### src/design/bst_pkg.sv
// Shared types and defaults for the byte stream tokenizer.
// Token and queue-entry layouts used by the front, the queue and the back.
package bst_pkg;

    localparam int BST_COLUMN_BITS = 16;
    localparam int BST_QUEUE_DEPTH = 4;

    // Token kinds as reported; CLS_SPACE is a byte class only and never leaves the front.
    typedef enum logic [2:0] {
        CLS_NUMBER  = 3'd0,
        CLS_STRING  = 3'd1,
        CLS_IDENT   = 3'd2,
        CLS_OP      = 3'd3,
        CLS_SEP     = 3'd4,
        CLS_INVALID = 3'd5,
        CLS_SPACE   = 3'd6
    } t_class;

    typedef struct packed {
        t_class      kind;
        logic [15:0] column;
        logic [15:0] length;
        logic [7:0]  first_char;
        logic        ends_instruction;
    } t_tok;

    // One accepted byte yields at most one entry; it holds two tokens when a pending
    // token closes on a byte that is itself a one-byte token.
    typedef struct packed {
        logic two;
        t_tok tok0;
        t_tok tok1;
    } t_entry;

endpackage

### src/design/byte_stream_tokenizer.sv
// Byte stream tokenizer, top level: front classifier, entry queue, output back end.
// Depends on bst_pkg, bst_front, bst_queue and bst_back.
//
// Takes one source byte per cycle and reports tokens (numbers, strings,
// identifiers, operators, separators, invalid bytes) on the output stream.
// The input accepts a byte every cycle while the four-entry token queue has
// room; a byte that closes a pending number or identifier and is itself a
// one-byte token gives two tokens, which the output port sends one after the
// other, so while the receiver is ready sustained throughput is one byte per
// cycle except that each such byte takes an extra output slot. An accepted
// byte's first token passes through the entry queue and the output register.
// Token positions count bytes modulo 2**COLUMN_BITS and are reported in their
// low 16 bits; the line number written through the configuration port is
// stamped on each token and should be changed only while no tokens are in flight.
module byte_stream_tokenizer #(
    parameter int COLUMN_BITS = bst_pkg::BST_COLUMN_BITS,
    parameter int QUEUE_DEPTH = bst_pkg::BST_QUEUE_DEPTH
) (
    input  logic        i_clk,
    input  logic        i_rst_n,
    input  logic        i_cfg_we,
    input  logic [15:0] i_cfg_wdata,
    input  logic        s_axis_tvalid,
    output logic        s_axis_tready,
    input  logic [7:0]  s_axis_tdata,   // [7:0] char_in
    output logic        m_axis_tvalid,
    input  logic        m_axis_tready,
    output logic [55:0] m_axis_tdata,   // [15:0] column, [31:16] length,
                                        // [39:32] first_char, [55:40] line
    output logic [3:0]  m_axis_tuser,   // [2:0] kind, [3] ends_instruction
    output logic        m_axis_tlast    // last token caused by one byte
);
    import bst_pkg::*;

    logic        push, q_full, q_valid, q_pop;
    t_entry      push_entry, head_entry;
    t_tok        out_tok;
    logic [15:0] out_line;

    bst_front #(
        .COLUMN_BITS(COLUMN_BITS)
    ) u_front (
        .i_clk   (i_clk),
        .i_rst_n (i_rst_n),
        .i_valid (s_axis_tvalid),
        .i_char  (s_axis_tdata),
        .i_full  (q_full),
        .o_ready (s_axis_tready),
        .o_push  (push),
        .o_entry (push_entry)
    );

    bst_queue #(
        .DEPTH(QUEUE_DEPTH)
    ) u_queue (
        .i_clk   (i_clk),
        .i_rst_n (i_rst_n),
        .i_push  (push),
        .i_entry (push_entry),
        .i_pop   (q_pop),
        .o_full  (q_full),
        .o_valid (q_valid),
        .o_entry (head_entry)
    );

    bst_back u_back (
        .i_clk       (i_clk),
        .i_rst_n     (i_rst_n),
        .i_cfg_we    (i_cfg_we),
        .i_cfg_wdata (i_cfg_wdata),
        .i_q_valid   (q_valid),
        .i_q_entry   (head_entry),
        .o_q_pop     (q_pop),
        .i_out_ready (m_axis_tready),
        .o_out_valid (m_axis_tvalid),
        .o_out_tok   (out_tok),
        .o_out_line  (out_line),
        .o_out_last  (m_axis_tlast)
    );

    assign m_axis_tdata = {out_line, out_tok.first_char, out_tok.length, out_tok.column};
    assign m_axis_tuser = {out_tok.ends_instruction, out_tok.kind};

endmodule

### src/design/bst_front.sv
// Front of the tokenizer: classifies each byte and tracks the pending token.
// Uses bst_pkg; pushes finished tokens into bst_queue.
module bst_front #(
    parameter int COLUMN_BITS = bst_pkg::BST_COLUMN_BITS
) (
    input  logic            i_clk,
    input  logic            i_rst_n,
    input  logic            i_valid,
    input  logic [7:0]      i_char,
    input  logic            i_full,
    output logic            o_ready,
    output logic            o_push,
    output bst_pkg::t_entry o_entry
);
    import bst_pkg::*;

    typedef enum logic [1:0] {
        MODE_IDLE   = 2'd0,
        MODE_NUMBER = 2'd1,
        MODE_IDENT  = 2'd2,
        MODE_STRING = 2'd3
    } t_mode;

    localparam logic [7:0] CHAR_TAB    = 8'd9;
    localparam logic [7:0] CHAR_NL     = 8'd10;
    localparam logic [7:0] CHAR_SPACE  = 8'd32;
    localparam logic [7:0] CHAR_QUOTE  = 8'd34;
    localparam logic [7:0] CHAR_LPAREN = 8'd40;
    localparam logic [7:0] CHAR_RPAREN = 8'd41;
    localparam logic [7:0] CHAR_DOT    = 8'd46;
    localparam logic [7:0] CHAR_ZERO   = 8'd48;
    localparam logic [7:0] CHAR_NINE   = 8'd57;
    localparam logic [7:0] CHAR_SEMI   = 8'd59;
    localparam logic [7:0] CHAR_UP_A   = 8'd65;
    localparam logic [7:0] CHAR_UP_Z   = 8'd90;
    localparam logic [7:0] CHAR_LOW_A  = 8'd97;
    localparam logic [7:0] CHAR_LOW_Z  = 8'd122;
    localparam logic [7:0] OP_CHARS [8] = '{8'd37, 8'd42, 8'd43, 8'd45,
                                            8'd47, 8'd60, 8'd61, 8'd62};

    function automatic t_class classify(input logic [7:0] c);
        logic is_op;
        is_op = 1'b0;
        for (int i = 0; i < 8; i++) begin
            if (c == OP_CHARS[i]) is_op = 1'b1;
        end
        priority if (c == CHAR_DOT || (c >= CHAR_ZERO && c <= CHAR_NINE))
            return CLS_NUMBER;
        else if (c == CHAR_QUOTE)
            return CLS_STRING;
        else if ((c >= CHAR_UP_A && c <= CHAR_UP_Z) || (c >= CHAR_LOW_A && c <= CHAR_LOW_Z))
            return CLS_IDENT;
        else if (is_op)
            return CLS_OP;
        else if (c == CHAR_LPAREN || c == CHAR_RPAREN || c == CHAR_SEMI)
            return CLS_SEP;
        else if (c == CHAR_SPACE || c == CHAR_TAB || c == CHAR_NL)
            return CLS_SPACE;
        else
            return CLS_INVALID;
    endfunction

    t_mode                  r_mode, n_mode;
    logic [COLUMN_BITS-1:0] r_col;
    logic [15:0]            r_start, n_start;
    logic [15:0]            r_len, n_len;
    logic [7:0]             r_first, n_first;

    logic        accept;
    t_class      cls;
    logic [15:0] pos16;
    logic [15:0] len_sat;
    logic        emit_pend, emit_one, emit_str;
    t_tok        tok_pend, tok_one, tok_str;

    assign o_ready = !i_full;
    assign accept  = i_valid && o_ready;
    assign cls     = classify(i_char);
    assign pos16   = 16'(r_col);
    assign len_sat = (r_len == 16'hFFFF) ? r_len : r_len + 16'd1;

    always_comb begin
        n_mode    = r_mode;
        n_start   = r_start;
        n_len     = r_len;
        n_first   = r_first;
        emit_pend = 1'b0;
        emit_one  = 1'b0;
        emit_str  = 1'b0;

        tok_pend.kind             = (r_mode == MODE_NUMBER) ? CLS_NUMBER : CLS_IDENT;
        tok_pend.column           = r_start;
        tok_pend.length           = r_len;
        tok_pend.first_char       = r_first;
        tok_pend.ends_instruction = 1'b0;

        tok_str.kind             = CLS_STRING;
        tok_str.column           = r_start;
        tok_str.length           = r_len;
        tok_str.first_char       = (r_len == 16'd0) ? 8'd0 : r_first;
        tok_str.ends_instruction = 1'b0;

        tok_one.kind             = cls;
        tok_one.column           = pos16;
        tok_one.length           = 16'd1;
        tok_one.first_char       = i_char;
        tok_one.ends_instruction = (cls == CLS_INVALID) || (i_char == CHAR_SEMI);

        if (r_mode == MODE_STRING) begin
            if (i_char == CHAR_QUOTE) begin
                emit_str = 1'b1;
                n_mode   = MODE_IDLE;
            end else begin
                if (r_len == 16'd0) n_first = i_char;
                n_len = len_sat;
            end
        end else if ((r_mode == MODE_NUMBER && cls == CLS_NUMBER) ||
                     (r_mode == MODE_IDENT && cls == CLS_IDENT)) begin
            n_len = len_sat;
        end else begin
            // close any pending number or identifier, then handle this byte
            emit_pend = (r_mode == MODE_NUMBER) || (r_mode == MODE_IDENT);
            n_mode    = MODE_IDLE;
            unique case (cls)
                CLS_NUMBER: begin
                    n_mode  = MODE_NUMBER;
                    n_start = pos16;
                    n_len   = 16'd1;
                    n_first = i_char;
                end
                CLS_IDENT: begin
                    n_mode  = MODE_IDENT;
                    n_start = pos16;
                    n_len   = 16'd1;
                    n_first = i_char;
                end
                CLS_STRING: begin
                    n_mode  = MODE_STRING;
                    n_start = pos16;
                    n_len   = 16'd0;
                    n_first = 8'd0;
                end
                CLS_OP, CLS_SEP, CLS_INVALID: begin
                    emit_one = 1'b1;
                end
                default: begin
                end
            endcase
        end

        o_entry.two  = emit_pend && emit_one;
        o_entry.tok0 = emit_str ? tok_str : (emit_pend ? tok_pend : tok_one);
        o_entry.tok1 = tok_one;
        o_push       = accept && (emit_str || emit_pend || emit_one);
    end

    always_ff @(posedge i_clk) begin
        if (!i_rst_n) begin
            r_mode  <= MODE_IDLE;
            r_col   <= '0;
            r_start <= '0;
            r_len   <= '0;
            r_first <= '0;
        end else if (accept) begin
            r_mode  <= n_mode;
            r_col   <= r_col + COLUMN_BITS'(1);
            r_start <= n_start;
            r_len   <= n_len;
            r_first <= n_first;
        end
    end

endmodule

### src/design/bst_queue.sv
// Short queue of token entries between the front and the back.
// Uses bst_pkg entry type; holds entries in flops, read at the head pointer.
module bst_queue #(
    parameter int DEPTH = bst_pkg::BST_QUEUE_DEPTH
) (
    input  logic            i_clk,
    input  logic            i_rst_n,
    input  logic            i_push,
    input  bst_pkg::t_entry i_entry,
    input  logic            i_pop,
    output logic            o_full,
    output logic            o_valid,
    output bst_pkg::t_entry o_entry
);
    import bst_pkg::*;

    localparam int PTR_W = (DEPTH > 1) ? $clog2(DEPTH) : 1;
    localparam int CNT_W = $clog2(DEPTH + 1);

    t_entry           r_mem [DEPTH];
    logic [PTR_W-1:0] r_wr_ptr, r_rd_ptr;
    logic [CNT_W-1:0] r_count;

    logic do_push, do_pop;

    assign o_full   = (r_count == CNT_W'(DEPTH));
    assign o_valid  = (r_count != '0);
    assign o_entry  = r_mem[r_rd_ptr];
    assign do_push  = i_push && !o_full;
    assign do_pop   = i_pop && o_valid;

    always_ff @(posedge i_clk) begin
        if (do_push) r_mem[r_wr_ptr] <= i_entry;
    end

    always_ff @(posedge i_clk) begin
        if (!i_rst_n) begin
            r_wr_ptr <= '0;
            r_rd_ptr <= '0;
            r_count  <= '0;
        end else begin
            if (do_push)
                r_wr_ptr <= (r_wr_ptr == PTR_W'(DEPTH - 1)) ? '0 : r_wr_ptr + PTR_W'(1);
            if (do_pop)
                r_rd_ptr <= (r_rd_ptr == PTR_W'(DEPTH - 1)) ? '0 : r_rd_ptr + PTR_W'(1);
            if (do_push && !do_pop)
                r_count <= r_count + CNT_W'(1);
            else if (do_pop && !do_push)
                r_count <= r_count - CNT_W'(1);
        end
    end

endmodule

### src/design/bst_back.sv
// Back of the tokenizer: unpacks queue entries into single tokens and drives
// the registered output stream. Holds the line number register. Uses bst_pkg.
module bst_back (
    input  logic            i_clk,
    input  logic            i_rst_n,
    input  logic            i_cfg_we,
    input  logic [15:0]     i_cfg_wdata,
    input  logic            i_q_valid,
    input  bst_pkg::t_entry i_q_entry,
    output logic            o_q_pop,
    input  logic            i_out_ready,
    output logic            o_out_valid,
    output bst_pkg::t_tok   o_out_tok,
    output logic [15:0]     o_out_line,
    output logic            o_out_last
);
    import bst_pkg::*;

    logic [15:0] r_line_number;
    logic        r_half;
    logic        r_valid;
    t_tok        r_tok;
    logic [15:0] r_line;
    logic        r_last;

    logic load, take, cur_last;
    t_tok cur_tok;

    assign load     = !r_valid || i_out_ready;
    assign take     = load && i_q_valid;
    assign cur_tok  = r_half ? i_q_entry.tok1 : i_q_entry.tok0;
    assign cur_last = r_half || !i_q_entry.two;
    assign o_q_pop  = take && cur_last;

    assign o_out_valid = r_valid;
    assign o_out_tok   = r_tok;
    assign o_out_line  = r_line;
    assign o_out_last  = r_last;

    always_ff @(posedge i_clk) begin
        if (!i_rst_n) begin
            r_line_number <= '0;
        end else if (i_cfg_we) begin
            r_line_number <= i_cfg_wdata;
        end
    end

    always_ff @(posedge i_clk) begin
        if (!i_rst_n) begin
            r_valid <= 1'b0;
            r_half  <= 1'b0;
        end else if (take) begin
            r_valid <= 1'b1;
            // advance to the second token of a pair, or on to the next entry
            r_half  <= !cur_last;
        end else if (load) begin
            r_valid <= 1'b0;
        end
    end

    always_ff @(posedge i_clk) begin
        if (take) begin
            r_tok  <= cur_tok;
            r_line <= r_line_number;
            r_last <= cur_last;
        end
    end

endmodule

### config.mk
export PLATFORM = sky130hd
export DESIGN_NAME = byte_stream_tokenizer
export DESIGN_NICKNAME = d
export VERILOG_FILES = /design/src/design/bst_pkg.sv /design/src/design/byte_stream_tokenizer.sv /design/src/design/bst_front.sv /design/src/design/bst_queue.sv /design/src/design/bst_back.sv
export SDC_FILE = /design/constraint.sdc
export NUM_CORES = 1
export LEC_CHECK = 0
export ABC_CLOCK_PERIOD_IN_PS = 5750
export BUFFER_PORTS_ARGS = -buffer_cell sky130_fd_sc_hd__buf_2
export CELL_PAD_IN_SITES_DETAIL_PLACEMENT = 0
export CELL_PAD_IN_SITES_GLOBAL_PLACEMENT = 1
export CORE_UTILIZATION = 52
export DETAILED_ROUTE_END_ITERATION = 8
export PLACE_DENSITY_LB_ADDON = 0.1
export SLEW_MARGIN = 30
export SYNTH_ARGS = -nofsm -noshare
export SYNTH_HDL_FRONTEND = slang
export SYNTH_SLANG_ARGS = --single-unit
### constraint.sdc
create_clock -name i_clk -period 5.75 [get_ports i_clk]
set_input_delay 0.2875 -clock i_clk [delete_from_list [all_inputs] [get_ports i_clk]]
set_output_delay 0.2875 -clock i_clk [all_outputs]
set_load 0.01 [all_outputs]
==> flow_summary.yaml <==
global_route:
  grt.overflow.total: 0
  grt_pass1_vias: 9056
  antenna_found_initial: 0
  grt_pass1_wl_mm: 51.1
  grt_max_degree: 64
  grt_usage_pct: 19.7
sta:
  period_needed_ns: 3.46
  rsz0062_at_grt: "false"
  hold_violations: 0
  fmax_ghz: 0.289
  setup_viol: 0
  fin_worst_skew_ns: 0.0147
  fin_crit_sh_pct: 60.2
  tns_ns: 0
  slew_violations: 0
  slew_headroom_pct: 42.9
  worstMarginPinSlew_ns: 0.835
  layout_setup_ws_ns: 2.29
logic_synthesis:
  synth-compound-area-share_pct: 3.83
  synthTopCellsByArea: "edfxtp_1 61%, dfxtp_1 9.7%, mux4_2 9.4%, mux2_2 2.9%, mux2i_1 2.7%"
  yosys.area_share.xor_xnor_pct: 0.702
  yosys.area.top_type_share_pct: 60.7
  synthCells: 1041
  synth_top_area_cell: "edfxtp_1"
  synth_top_family_by_area: "multiplexers"
  yosys.area_share.simple_pct: 7.48
  synth_fa_ha_area_share_pct: 0.974
  postSynthAreaPerCell_um2: 16.8
  synth_edf_count: 353
  yosysWarnings: 0
  synth_mux_area_share_pct: 15.1
  synth_nets: 1083
  ys_ff_latch: 438
  synth-async-reset-ratio_pct: 0
  netlist_area_mm2: 0.0175
  ys_seq_area_share_pct: 70.4
  netlist-cell-type-count: 69
  ys.flop_type: "edfxtp_1"
drt:
  initialDrtViolationCount: 557
  via_per_inst: 5.54
  via_count: 9061
  drt_first_pass_iters: 7
  wire_per_inst_um: 19.7
  drc: 0
  final_antenna_net_count: 0
  drt-total-wl_mm: 32.2
worst_setup_path:
  crit_path_cell_trace: "ha_1 > inv_1 > nor4_4 > nor2_2 > o221ai_1 > and3_4 > buf_4"
  worst_setup_path_start_kind: "flip-flop"
  critical_path.max_stage_delay_ns: 0.85
  crit_arrival_ns: 3.66
  critPathKind: "reg2reg"
  critPathMaxFanout: 53
  required_ns: 5.94
  cp_slowest_cell: "and3_4"
  end_kind: "flip-flop"
placed_design:
  dp_cells: 1540
  portBuffers: 91
  gp_congestion: 0.832
  pre_cts_ws_ns: 2.16
  hpwl_mm: 18.0
power:
  p_total_w: 0.00851
  peakVddDrop_v: 0.000311
  p_leak_nw: 6.84
  power_density_mw_per_mm2: 425
clocking:
  post_cts_resized: 0
  cts_max_level: 2
  cts_setup_buffers: 0
  clk_pin_slew_worst_paths_ns: 0.06
  cts_root_buf: "clkbuf_16"
  cts_tree: "yes"
  numCtsBuffers: 44
  clk_latency_ns: 0.54
  clkSinkCount: 438
  clockBufferDepth: 3
  ctsHoldBuffers: 14
final_layout:
  layout.cells.non_filler: 1635
  nets: 1200
  most-common-layout-cells: "353 x edfxtp_1, 91 x buf_2, 82 x dfxtp_1"
  layout_commonest_cell: "edfxtp_1"
  num_antenna_cells: 0
  area_growth_pct: 14.7
  drive_gt1_share_pct: 26.3
floorplanning:
  row_count: 66
  core_area_mm2: 0.0328
  die_area_mm2: 0.0343
  initial_utilization_pct: 53.3
  io_pins: 92
  fp.dieW_um: 185
  die_y_um: 185
outcome:
  outcome: "completed"
worst_hold_path:
  hold_path.class: "in2reg"
run:
  drv_cap: 0
-- flip-flops by register name, summed over array words and instances (netlist names), 3 cells and up, named ones only --
register and cells:
u_back.o_out_line 16, u_back.o_out_tok 44, u_back.r_line_number 16, u_front.pos16 16, u_front.r_first 8, u_front.r_len 16, u_front.r_start 16, u_queue.r_count 3
u_queue.r_mem 292
-- path summary, 6_finish.rpt --
path	start	endpoint	slack [ns]	cells after the start
max	u_front.r_mode[1]$_SDFFE_PN0P_	u_queue.r_mem[0][35]$_DFFE_PP_	2.29	7
min	i_cfg_wdata[9]	u_back.r_line_number[9]$_SDFFE_PN0P_	0.02	3
min reg2reg	u_back.r_line_number[13]$_SDFFE_PN0P_	u_back.o_out_line[13]$_DFFE_PP_	0.43	0
max reg2reg	u_front.r_mode[1]$_SDFFE_PN0P_	u_queue.r_mem[0][35]$_DFFE_PP_	2.29	7
-- report_power, final --
group          internal, W  total [W]  switching [W]
Clock              0.00168    0.00282        0.00114
Combinational     0.000704    0.00154       0.000835
Sequential         0.00398    0.00415       0.000169
Total              0.00637    0.00851        0.00215
-- cells in the mapped netlist (3+ instances only) --
cell      number
a211oi_1       5
a21oi_1       30
a22o_1         8
and2_1         8
and3_1         8
and4_1         5
buf_1          9
buf_2         10
clkbuf_1      28
dfxtp_1       85
edfxtp_1     353
ha_1          12
inv_1         19
mux2_2        45
mux2i_1       48
mux4_2        73
nand2_1       75
nand2b_1       3
nand3_1       16
nand4_1        7
nor2_1        44
nor2b_1       32
nor3_1         8
nor3b_1        3
nor4_1         3
nor4b_1        4
o211ai_1       4
o21ai_0       19
o41ai_1        3
or2_2          4
or3_1         11
or4_1          4
xnor2_1        5
xor2_1         9
-- layout make-up --
class | count | area (um2)
Fill cell | 2468 | 12700
Sequential cell | 438 | 12300
Multi-Input combinational cell | 536 | 4940
Clock buffer | 62 | 1270
Timing Repair Buffer | 119 | 708
Tap cell | 442 | 553
Clock inverter | 19 | 181
Inverter | 19 | 71.3
-- cell families (layout without fill, tap and decap cells) --
family | Yosys count | count (layout)
AO/OA/AOI/OAI | 96 | 96
buffers and inverters | 67 | 219
XOR/XNOR | 14 | 14
multiplexers | 166 | 166
AND/OR/NAND/NOR | 247 | 247
adder cells (fa/ha/maj) | 13 | 13
flip-flops | 438 | 438
-- layer usage --
metal / wire, um / vias up / GRT usage [%]
li1: - / 4291 / -
met1: 15000 / 4545 / 28.1
met2: 15300 / 178 / 31.5
met3: 1140 / 47 / 2.83
met4: 686 / 0 / 5.55
met5: 0 / - / 0
-- through the flow --
| step | instance area (um2) | hold slack [ns] | utilization [%] |
|---|---|---|---|
| 5_1_grt | 20000 | 0.0292 | 61.1 |
| 2_1_floorplan | 17500 | 0.386 | - |
| 4_1_cts | 20000 | 0.00336 | 61.1 |
| 6_report | 20000 | 0.0250 | 61.1 |
| 3_5_place_dp | 18400 | 0.413 | 56.2 |
| 3_3_place_gp | 18400 | 0.409 | 56.2 |
-- critical path: cells and delay by family (launching register included) --
family / cells / cell delay [ns]
and+or+nand+nor: 3 / 1.58
adders and majority gates: 1 / 0.28
DFF: 1 / 0.38
buffers and inverters: 2 / 0.64
AOI/OAI and AO/OA: 1 / 0.18
No activity file was read; power rests on OpenSTA's default activity.
